==> config.mk <==
export PLATFORM = sky130hd
export DESIGN_NAME = ps2_mouse_packet_tracker
export DESIGN_NICKNAME = d
export VERILOG_FILES = /design/src/hdl/pmpt_pkg.sv /design/src/hdl/ps2_mouse_packet_tracker.sv
export SDC_FILE = /design/constraint.sdc
export NUM_CORES = 1
export LEC_CHECK = 0
export ABC_AREA = 1
export BUFFER_PORTS_ARGS = -buffer_cell sky130_fd_sc_hd__buf_2
export CAP_MARGIN = 40
export CORE_MARGIN = 2
export CORE_UTILIZATION = 50
export DETAILED_ROUTE_END_ITERATION = 6
export GPL_ROUTABILITY_DRIVEN = 1
export PLACE_DENSITY = 0.72
export SYNTH_ARGS = -nofsm -noshare
export SYNTH_HDL_FRONTEND = slang
export SYNTH_SLANG_ARGS = --single-unit
==> constraint.sdc <==
create_clock -name i_clk -period 3.3 [get_ports i_clk]
set_input_delay 0.33 -clock i_clk [delete_from_list [all_inputs] [get_ports i_clk]]
set_output_delay 0.33 -clock i_clk [all_outputs]
set_load 0.05 [all_outputs]
==> src/hdl/pmpt_pkg.sv <==
`timescale 1ns / 1ps
// ----------------------------------------------------------------------------
// pmpt_pkg
// Types and constants of the PS/2 mouse packet tracker.
// ----------------------------------------------------------------------------
package pmpt_pkg;

    localparam int COORD_BITS = 12;
    localparam int CFG_BITS   = 13;
    localparam int RX_BITS    = 8;
    localparam int CFG_IDX_BITS = 1;
    // result tdata: pos_x, pos_y, left_button, padded to whole bytes
    localparam int RES_BITS   = 2 * COORD_BITS + 1;
    localparam int OUT_BITS   = ((RES_BITS + 7) / 8) * 8;

    localparam logic [RX_BITS-1:0] HDR_SYNC_MASK = 8'h08;
    localparam logic [RX_BITS-1:0] HDR_OVF_MASK  = 8'hC0;

    localparam logic [CFG_BITS-1:0] CURSOR_W = 13'd8;
    localparam logic [CFG_BITS-1:0] CURSOR_H = 13'd12;

    localparam logic [CFG_BITS-1:0]   RST_WIDTH  = 13'd1024;
    localparam logic [CFG_BITS-1:0]   RST_HEIGHT = 13'd768;
    localparam logic [COORD_BITS-1:0] RST_POS_X  = 12'd512;
    localparam logic [COORD_BITS-1:0] RST_POS_Y  = 12'd384;

    typedef enum logic [CFG_IDX_BITS-1:0] {
        REG_SCREEN_WIDTH  = 1'b0,
        REG_SCREEN_HEIGHT = 1'b1
    } t_reg_idx;

    typedef enum logic [1:0] {
        SLOT_HEADER = 2'd0,
        SLOT_DX     = 2'd1,
        SLOT_DY     = 2'd2
    } t_slot;

endpackage

==> src/hdl/ps2_mouse_packet_tracker.sv <==
`timescale 1ns / 1ps
// ----------------------------------------------------------------------------
// ps2_mouse_packet_tracker
// Assembles PS/2 mouse bytes into 3-byte packets and tracks a clamped cursor.
// ----------------------------------------------------------------------------
//  channel  | direction | tdata fields (low bit first)           | width
//  s_axis   | in        | rx_byte                                | 8
//  m_axis   | out       | pos_x, pos_y, left_button, zero pad    | 32
//  cfg      | in        | index 0 screen_width, 1 screen_height  | 13
//
//  One byte per cycle while the result side does not stall; the header and
//  X-delta bytes give no result, the Y-delta byte gives one result, registered
//  first in the input register and then in the result register.
//  Reset (synchronous, i_rst_n low) clears the packet slot, puts the cursor
//  at 512,384 and the screen at 1024x768.
//  A stalled result holds the result register; the input register still takes
//  a request whenever it is empty or its byte moves on this cycle.
// ----------------------------------------------------------------------------
module ps2_mouse_packet_tracker (
    input  logic                              i_clk,
    input  logic                              i_rst_n,
    // stream in
    input  logic                              s_axis_tvalid,
    output logic                              s_axis_tready,
    input  logic [pmpt_pkg::RX_BITS-1:0]      s_axis_tdata,   // [7:0] rx_byte
    // stream out
    output logic                              m_axis_tvalid,
    input  logic                              m_axis_tready,
    // [11:0] pos_x, [23:12] pos_y, [24] left_button, [31:25] zero
    output logic [pmpt_pkg::OUT_BITS-1:0]     m_axis_tdata,
    // register write port
    input  logic                              i_cfg_we,
    input  logic [pmpt_pkg::CFG_IDX_BITS-1:0] i_cfg_addr,
    input  logic [pmpt_pkg::CFG_BITS-1:0]     i_cfg_wdata
);
    import pmpt_pkg::*;

    localparam int SUM_BITS = COORD_BITS + 2;   // signed room for coord +/- byte

    // ---------------- configuration: upper limits kept precomputed ----------
    logic [COORD_BITS-1:0] r_lim_x, r_lim_y;
    logic [COORD_BITS-1:0] n_lim;

    // size - margin, saturated to 0 .. 2^COORD_BITS-1
    function automatic logic [COORD_BITS-1:0] f_limit(
        input logic [CFG_BITS-1:0] size,
        input logic [CFG_BITS-1:0] margin
    );
        logic [CFG_BITS:0] diff;
        logic [COORD_BITS-1:0] res;
        diff = {1'b0, size} - {1'b0, margin};
        if (diff[CFG_BITS]) begin
            res = '0;
        end else if (diff[CFG_BITS-1:0] > CFG_BITS'({COORD_BITS{1'b1}})) begin
            res = '1;
        end else begin
            res = diff[COORD_BITS-1:0];
        end
        return res;
    endfunction

    always_comb begin
        n_lim = (t_reg_idx'(i_cfg_addr) == REG_SCREEN_WIDTH)
              ? f_limit(i_cfg_wdata, CURSOR_W)
              : f_limit(i_cfg_wdata, CURSOR_H);
    end

    always_ff @(posedge i_clk) begin
        if (!i_rst_n) begin
            r_lim_x <= f_limit(RST_WIDTH, CURSOR_W);
            r_lim_y <= f_limit(RST_HEIGHT, CURSOR_H);
        end else if (i_cfg_we) begin
            case (t_reg_idx'(i_cfg_addr))
                REG_SCREEN_WIDTH:  r_lim_x <= n_lim;
                REG_SCREEN_HEIGHT: r_lim_y <= n_lim;
                default: ;
            endcase
        end
    end

    // ---------------- input register ----------------------------------------
    logic               r_in_valid;
    logic [RX_BITS-1:0] r_in_byte;
    logic               w_fire;        // byte in the input register is processed
    logic               w_emits;       // that byte completes a packet
    logic               w_out_free;

    assign w_out_free    = !m_axis_tvalid || m_axis_tready;
    assign w_fire        = r_in_valid && (!w_emits || w_out_free);
    assign s_axis_tready = !r_in_valid || w_fire;

    always_ff @(posedge i_clk) begin
        if (!i_rst_n) begin
            r_in_valid <= 1'b0;
        end else if (s_axis_tready) begin
            r_in_valid <= s_axis_tvalid;
        end
    end

    always_ff @(posedge i_clk) begin
        if (s_axis_tready && s_axis_tvalid) begin
            r_in_byte <= s_axis_tdata;
        end
    end

    // ---------------- packet state ------------------------------------------
    t_slot                 r_slot, n_slot;
    logic [RX_BITS-1:0]    r_hdr, r_dx;
    logic [COORD_BITS-1:0] r_cur_x, r_cur_y;
    logic [COORD_BITS-1:0] n_cur_x, n_cur_y;
    logic                  w_hdr_ok;
    logic signed [SUM_BITS-1:0] w_sum_x, w_sum_y;

    assign w_hdr_ok = ((r_in_byte & HDR_SYNC_MASK) != '0) &&
                      ((r_in_byte & HDR_OVF_MASK) == '0);
    // slot 3 cannot occur; anything past the X delta is the Y delta
    assign w_emits  = (r_slot != SLOT_HEADER) && (r_slot != SLOT_DX);

    // next slot
    always_comb begin
        n_slot = r_slot;
        case (r_slot)
            SLOT_HEADER: if (w_fire && w_hdr_ok) n_slot = SLOT_DX;
            SLOT_DX:     if (w_fire) n_slot = SLOT_DY;
            SLOT_DY:     if (w_fire) n_slot = SLOT_HEADER;
            default:     if (w_fire) n_slot = SLOT_HEADER;
        endcase
    end

    // cursor update: X moves by dx, Y by -dy (Y grows downward), then clamp
    always_comb begin
        w_sum_x = $signed({2'b00, r_cur_x}) +
                  $signed({{(SUM_BITS-RX_BITS){r_dx[RX_BITS-1]}}, r_dx});
        w_sum_y = $signed({2'b00, r_cur_y}) -
                  $signed({{(SUM_BITS-RX_BITS){r_in_byte[RX_BITS-1]}}, r_in_byte});

        if (w_sum_x < 0) begin
            n_cur_x = '0;
        end else if (w_sum_x > $signed({2'b00, r_lim_x})) begin
            n_cur_x = r_lim_x;
        end else begin
            n_cur_x = w_sum_x[COORD_BITS-1:0];
        end

        if (w_sum_y < 0) begin
            n_cur_y = '0;
        end else if (w_sum_y > $signed({2'b00, r_lim_y})) begin
            n_cur_y = r_lim_y;
        end else begin
            n_cur_y = w_sum_y[COORD_BITS-1:0];
        end
    end

    always_ff @(posedge i_clk) begin
        if (!i_rst_n) begin
            r_slot  <= SLOT_HEADER;
            r_cur_x <= RST_POS_X;
            r_cur_y <= RST_POS_Y;
        end else begin
            r_slot <= n_slot;
            if (w_fire && w_emits) begin
                r_cur_x <= n_cur_x;
                r_cur_y <= n_cur_y;
            end
        end
    end

    always_ff @(posedge i_clk) begin
        if (w_fire && (r_slot == SLOT_HEADER) && w_hdr_ok) begin
            r_hdr <= r_in_byte;
        end
        if (w_fire && (r_slot == SLOT_DX)) begin
            r_dx <= r_in_byte;
        end
    end

    // ---------------- result register ---------------------------------------
    logic                  r_out_valid;
    logic [COORD_BITS-1:0] r_out_x, r_out_y;
    logic                  r_out_btn;

    always_ff @(posedge i_clk) begin
        if (!i_rst_n) begin
            r_out_valid <= 1'b0;
        end else if (w_out_free) begin
            r_out_valid <= w_fire && w_emits;
        end
    end

    always_ff @(posedge i_clk) begin
        if (w_fire && w_emits) begin
            r_out_x   <= n_cur_x;
            r_out_y   <= n_cur_y;
            r_out_btn <= r_hdr[0];
        end
    end

    assign m_axis_tvalid = r_out_valid;
    assign m_axis_tdata  = {{(OUT_BITS-RES_BITS){1'b0}}, r_out_btn, r_out_y, r_out_x};

endmodule

==> metrics.cfg, run 1 <==
[worst_setup_path]
crit_path_top_delay_cell = sky130_fd_sc_hd__edfxtp_1
timing.critical_path.required_ns = 3.41
critPathMaxFanout = 7
setup.worst_path.class = register to register
setup.reg_to_reg.worst_slack_ns = 0.04
crit-reg2reg-capture = r_out_y[0]
cp_data_arrival_time_ns = 3.37
cpMostUsedCell = sky130_fd_sc_hd__nand2_1
rr_worst_depth = 18
worstSetupStartpointType = register
crit_path_end_kind = register
crit_chain = inv_1 -> ha_2 -> nand2_1 -> clkinv_1 -> nand3_1 -> nand2_1 -> a21oi_2 -> xnor2_2 -> ha_1 -> nand2_1 -> inv_1 -> nand2_1 -> nor3_2 -> inv_1 -> nand2_4 -> buf_4 -> a31oi_2 -> and2_1
startpoint_of_the_worst_slack_reg_to_reg_timing_path = r_in_byte[4]
max_stage_delay_ns = 0.40

[power]
power.leakage_nw = 4.01
power.density_mw_per_mm2 = 367
power.ir.vdd_worst_mv = 0.211
design_power_total_mw = 2.91

[finish]
area_growth_pct = 18.5
nets = 1092
count_of_antenna_diodes_in_the_layout = 0
drive_gt1_share_pct = 20.6
final_cell_area_mm2 = 0.00795
mostFrequentLayoutCells = sky130_fd_sc_hd__nand2_1, sky130_fd_sc_hd__inv_1, sky130_fd_sc_hd__nand3_1
mostFrequentLayoutCell = sky130_fd_sc_hd__nand2_1

[cts]
clock_latency_late_sink_ns = 0.36
clock_tree_from_tritoncts = done
htreeDepth = 3
clk_transition_reported_paths_ns = 0.08
ctsHoldBuffers = 0
cts_buffers = 9
clock_path_buffers = 2
clock_sink_count = 94
cts.root.buffer_cell = sky130_fd_sc_hd__clkbuf_16

[yosys]
synth-edff-count = 42
synth_ff_type = sky130_fd_sc_hd__dfxtp_1
synthArstFlopShare_pct = 0
synthesis.area_per_instance_um2 = 7.20
synth_sequential_area_ratio_pct = 34.3
synth.distinct_cells = 43
post_synth_inst_count = 932
yosysWarnings = 0
ys_ff_latch = 94
mappedNetlistArea_mm2 = 0.00671

[floorplanning]
floorplan.initialDensity_pct = 50.9
num_rows = 42
dieArea_mm2 = 0.0144
die_y_extent_um = 120
die_w_um = 120
coreArea_mm2 = 0.0132
i_o_pin_total = 61

[grt]
via_count_of_the_first_global_routing_pass = 5710
grt_first_pass_wirelength_mm = 27.0
antenna_violations_before_repair = 0
maximum_number_of_pins_on_one_net_before_global_route_repair = 26
globalRoute.totalOverflow = 0
track_usage_pct = 23.6

[drt]
dr_total_vias = 6264
detail_route.wirelength_mm = 17.3
drt_drc_violations_left = 0
detailed_router_s_first_iteration_violation_count = 364
firstDrtPassIters = 5
drt-wirelength-per-cell_um = 14.5
vias_per_cell = 5.27
ant_nets = 0

[sta]
setup_repair_after_global_routing_missed_its_margin = true
setup_violations = 0
timing.final.hold_violations = 0
layout_worst_path_cycle_share_pct = 98.8
worst_slew_pin_slew_ns = 0.862
worst_clock_skew_ns = 0.0136
fmax_ghz = 0.307
period_needed_ns = 3.26
maxSlewHeadroom_pct = 42.3
timing.final.max_slew_violations = 0

[placement]
dp_hpwl_mm = 12.8
post_dp_cell_area_mm2 = 0.00718
portBuffers = 53
place.gp.congestion = 0.907

[outcome]
status = completed

[hold_path]
min_path_cells = 1
min_to = r_in_byte[3]
hold_path_class = input pin to register
timing.hold.worst.start = s_axis_tdata[3]

[flow_run]
max_cap_viol_count = 0

-- how the worst max path moves through the flow --
stage / slack, ns / endpoint / from
final: 0.04 / r_out_y[0] / r_in_byte[4]
after detailed placement: -0.03 / r_out_x[10] / r_dx[0]
after global placement: 0.02 / r_out_x[8] / r_dx[7]
after CTS: 0.005 / r_out_x[10] / r_dx[7]
after global routing: -0.11 / r_out_y[7] / r_in_byte[7]
after floorplan: 0.20 / r_out_y[9] / r_in_byte[7]
-- flip-flops by register name, indices dropped and copies added, names as in the netlist --
register and flops:
m_axis_tvalid 1, r_cur_x 12, r_cur_y 12, r_dx 8, r_hdr 1, r_in_byte 8, r_in_valid 1, r_lim_x 12
r_lim_y 12, r_out_btn 1, r_out_x 12, r_out_y 12, r_slot 2
-- logic make-up after synthesis --
kind of cell / count (synthesis) / share of synthesized area [%]
DFF: 94 / 34.3
xor gates and xnor gates: 28 / 3.66
AOI/OAI and AO/OA: 94 / 7.87
buffers and inverters: 157 / 9.77
other: 1 / 0.0559
adders and majority gates: 58 / 11.0
and+or+nand+nor: 500 / 33.3
-- Yosys cell counts, drive strengths merged, types with 2 or more instances --
master / count / area [um^2]
or2: 3 / 18.8
nand4: 14 / 87.6
clkbuf: 7 / 26.3
ha: 56 / 701
a21o: 2 / 15.0
a31oi: 4 / 25.0
clkinv: 2 / 7.51
o21bai: 2 / 15.0
nor3: 4 / 25.0
o21ai: 19 / 114
dfxtp: 52 / 1040
buf: 18 / 134
and2: 13 / 81.3
nand3: 95 / 528
inv: 130 / 488
nand2: 308 / 1210
o211ai: 2 / 15.0
xnor2: 8 / 70.1
a21oi: 65 / 344
edfxtp: 42 / 1260
fa: 2 / 40.0
xor2: 20 / 175
nand3b: 5 / 37.5
nor2: 55 / 219
-- area by class of cell --
type | instances | area (um^2)
inverter | 132 | 495
clock buffer | 9 | 225
sequential | 94 | 2300
tap | 176 | 220
timing repair buffer | 82 | 502
fill | 1211 | 5240
multi-input combinational | 688 | 4130
clock inverter | 7 | 72.6
-- power by group --
part           switching (mW)  leakage (nW)  internal [mW]
Combinational           0.385          3.05          0.214
Sequential             0.0194         0.809           1.25
Clock                   0.509         0.143          0.535
Total                   0.913          4.01           2.00
-- per-stage QoR --
| step | TNS [ns] | utilization [%] | worst slack [ns] | cells | hold slack, ns |
|---|---|---|---|---|---|
| 4_1_cts | 0 | 57.1 | 0.00488 | 1177 | 0.141 |
| 2_1_floorplan | 0 | - | 0.196 | 938 | 0.400 |
| 3_3_place_gp | 0 | 54.4 | 0.0206 | 1158 | 0.404 |
| 3_5_place_dp | -0.0521 | 54.4 | -0.0259 | 1158 | 0.426 |
| 5_1_grt | -1.84 | 60.2 | -0.113 | 1188 | 0.136 |
| 6_report | 0 | 60.2 | 0.0387 | 1188 | 0.149 |
-- timing repair --
| item | in CTS | in global routing |
|---|---|---|
| pin swaps | 1 | 21 |
| endpoints found under the setup margin | 20 | 48 |
| endpoints found under the hold margin | 0 | 0 |
| gates resized for setup | 4 | 73 |
| cloned | 0 | 1 |
| buffers inserted | 3 | 10 |
-- routing by layer --
metal  wire (um)  vias up  GRT usage (%)
li1            -     3152              -
met3         729       33           3.28
met4         490        0           7.21
met1        7480     2877           30.8
met2        8580      202           40.6
met5           0        -              0
-- worst max-delay path, delay by kind of cell (launching register included) --
kind,cells,cell delay [ns]
AO/OA/AOI/OAI,2,0.32
flip-flops,1,0.40
AND/OR/NAND/NOR,8,0.99
buffers and inverters,5,0.53
XOR/XNOR,1,0.12
adder cells (fa/ha/maj),2,0.67
Note: power is estimated with default switching activity, not from simulation.
==> run 2, diff against run 1 <==
--- a/config.mk
+++ b/config.mk
@@ -6,13 +6,13 @@
 export NUM_CORES = 1
 export LEC_CHECK = 0
 export ABC_AREA = 1
-export BUFFER_PORTS_ARGS = -buffer_cell sky130_fd_sc_hd__buf_2
 export CAP_MARGIN = 40
 export CORE_MARGIN = 2
-export CORE_UTILIZATION = 50
+export CORE_UTILIZATION = 49
 export DETAILED_ROUTE_END_ITERATION = 6
+export DONT_BUFFER_PORTS = 1
 export GPL_ROUTABILITY_DRIVEN = 1
-export PLACE_DENSITY = 0.72
+export PLACE_DENSITY = 0.66
 export SYNTH_ARGS = -nofsm -noshare
 export SYNTH_HDL_FRONTEND = slang
 export SYNTH_SLANG_ARGS = --single-unit
==> metrics.cfg, run 2 (synthesis results as in run 1) <==
[placement]
portBuffers = 0
dp_hpwl_mm = 13.0
place.gp.congestion = 0.903

[finish]
count_of_antenna_diodes_in_the_layout = 0
mostFrequentLayoutCells = sky130_fd_sc_hd__nand2_1, sky130_fd_sc_hd__inv_1, sky130_fd_sc_hd__nand3_1
postLayoutCoreUtil_pct = 58.0
nFillCells = 1274
area_growth_pct = 14.9
drive_gt1_share_pct = 16.0
mostFrequentLayoutCell = sky130_fd_sc_hd__nand2_1
nets = 1040

[drt]
dr_total_vias = 5967
ant_nets = 0
detail_route.wirelength_mm = 17.4
firstDrtPassIters = 5
vias_per_cell = 5.25
drt_drc_violations_left = 0
drt-wirelength-per-cell_um = 15.3
detailed_router_s_first_iteration_violation_count = 366

[sta]
timing.final.max_slew_violations = 0
maxSlewHeadroom_pct = 38.4
timing.final.hold_violations = 0
setup_repair_after_global_routing_missed_its_margin = true
fmax_ghz = 0.319
worst_hold_slack_ns = 0.0474
layout_worst_path_cycle_share_pct = 95.1
setup_violations = 0
period_needed_ns = 3.14
worst_slew_pin_slew_ns = 0.924
worst_clock_skew_ns = 0.00952

[worst_setup_path]
timing.critical_path.required_ns = 3.49
critPathMaxFanout = 7
setup.reg_to_reg.worst_slack_ns = 0.16
cpMostUsedCell = sky130_fd_sc_hd__nand2_1
cp_data_arrival_time_ns = 3.33
crit_path_end_kind = register
max_stage_delay_ns = 0.47
crit_chain = inv_4 -> buf_4 -> ha_4 -> nand2_1 -> nor2_2 -> nand4_1 -> nand3_1 -> nand2_1 -> nand2_1 -> ha_1 -> nand2_1 -> inv_1 -> nand2_1 -> nor2_1 -> nand2_1 -> nand2_2 -> nand2_4 -> buf_4 -> nand3_1 -> a21oi_1
crit_path_top_delay_cell = sky130_fd_sc_hd__edfxtp_1
worstSetupStartpointType = register
setup.worst_path.class = register to register

[power]
power.leakage_nw = 3.81
power.density_mw_per_mm2 = 373
comb_power_share_pct = 19.2
seq_power_share_pct = 44.3
power.ir.vdd_worst_mv = 0.222
design_power_total_mw = 2.88
power.internal_mw = 1.98
p_clk_share_pct = 36.5
net-switching-power_mw = 0.896
sw_frac_of_total_pct = 31.1

[floorplanning]
dieArea_mm2 = 0.0146
num_rows = 42
die_w_um = 121
floorplan.initialDensity_pct = 50.5
die_y_extent_um = 121
coreArea_mm2 = 0.0133
i_o_pin_total = 61

[grt]
grt_first_pass_wirelength_mm = 27.0
maximum_number_of_pins_on_one_net_before_global_route_repair = 26
antenna_violations_before_repair = 0
via_count_of_the_first_global_routing_pass = 5418
track_usage_pct = 23.6
globalRoute.totalOverflow = 0

[cts]
clock_sink_count = 94
cts.root.buffer_cell = sky130_fd_sc_hd__clkbuf_16
clock_latency_late_sink_ns = 0.36
clk_transition_reported_paths_ns = 0.08
clock_tree_from_tritoncts = done
htreeDepth = 3
clock_path_buffers = 2
cts_buffers = 9

[hold_path]
hold_path_class = input pin to register

[flow_run]
max_cap_viol_count = 0

[outcome]
status = completed

-- run 2: changes by cell type in the layout (fill, tap and decap cells not counted), sizes merged --
cell	before	now
buf	82	30
-- run 2: final timing paths --
kind,from,endpoint,cells past startpoint
worst max register to register,r_in_byte[7],r_out_y[2],20
worst max-delay path,r_in_byte[7],r_out_y[2],20
worst min-delay path,i_rst_n,r_cur_y[8],1
worst min register to register,r_hdr[0],r_out_btn,0
-- run 2: metal layers --
| layer | routed length (um) | part of all wire (%) | track usage (%) |
|---|---|---|---|
| met5 | 0 | 0 | 0 |
| met4 | 296 | 1.7 | 7.63 |
| met3 | 803 | 4.6 | 4.37 |
| met2 | 8140 | 47 | 37.9 |
| met1 | 8160 | 47 | 32.2 |
-- run 2: critical path: cells and delay by family, from the launching register on --
kind	cells	cell delay (ns)
AO/OA/AOI/OAI	1	0.23
adder cells (fa/ha/maj)	2	0.54
buffers and inverters	4	0.47
flip-flops	1	0.47
AND/OR/NAND/NOR	13	1.23
-- run 2: per-stage QoR --
step	instance area [um^2]	instances	setup slack (ns)	setup TNS (ns)
floorplan	6730	938	0.196	0
global placement	6940	1109	0.0711	0
detailed placement	6950	1110	0.00373	0
CTS	7260	1128	0.00366	0
global route	7710	1136	-0.0578	-0.598
finish	7710	1136	0.161	0
-- run 2: area by class of cell --
class / instances / area (um^2) / area share [%]
Clock buffer: 9 / 225 / 2.92
Timing Repair Buffer: 30 / 236 / 3.07
Inverter: 132 / 498 / 6.46
Multi-Input combinational cell: 688 / 4150 / 53.9
Clock inverter: 7 / 72.6 / 0.941
Tap cell: 176 / 220 / 2.86
Sequential cell: 94 / 2300 / 29.9
-- run 2: repair_timing --
action,in CTS,in global routing
gates cloned,0,1
gates resized for setup,0,75
buffers inserted,2,7
pin swaps,0,19
hold buffers,0,0
setup endpoints to repair,4,48
-- run 2: power by group through the flow --
stage          clock network, mW  logic, mW  registers, mW
3_5_place_dp                   0      0.495           1.30
2_1_floorplan                  0      0.392           1.29
4_1_cts                     1.07      0.500           1.27
5_1_grt                     1.11      0.623           1.28
6_report                    1.05      0.552           1.28
3_3_place_gp                   0      0.493           1.30
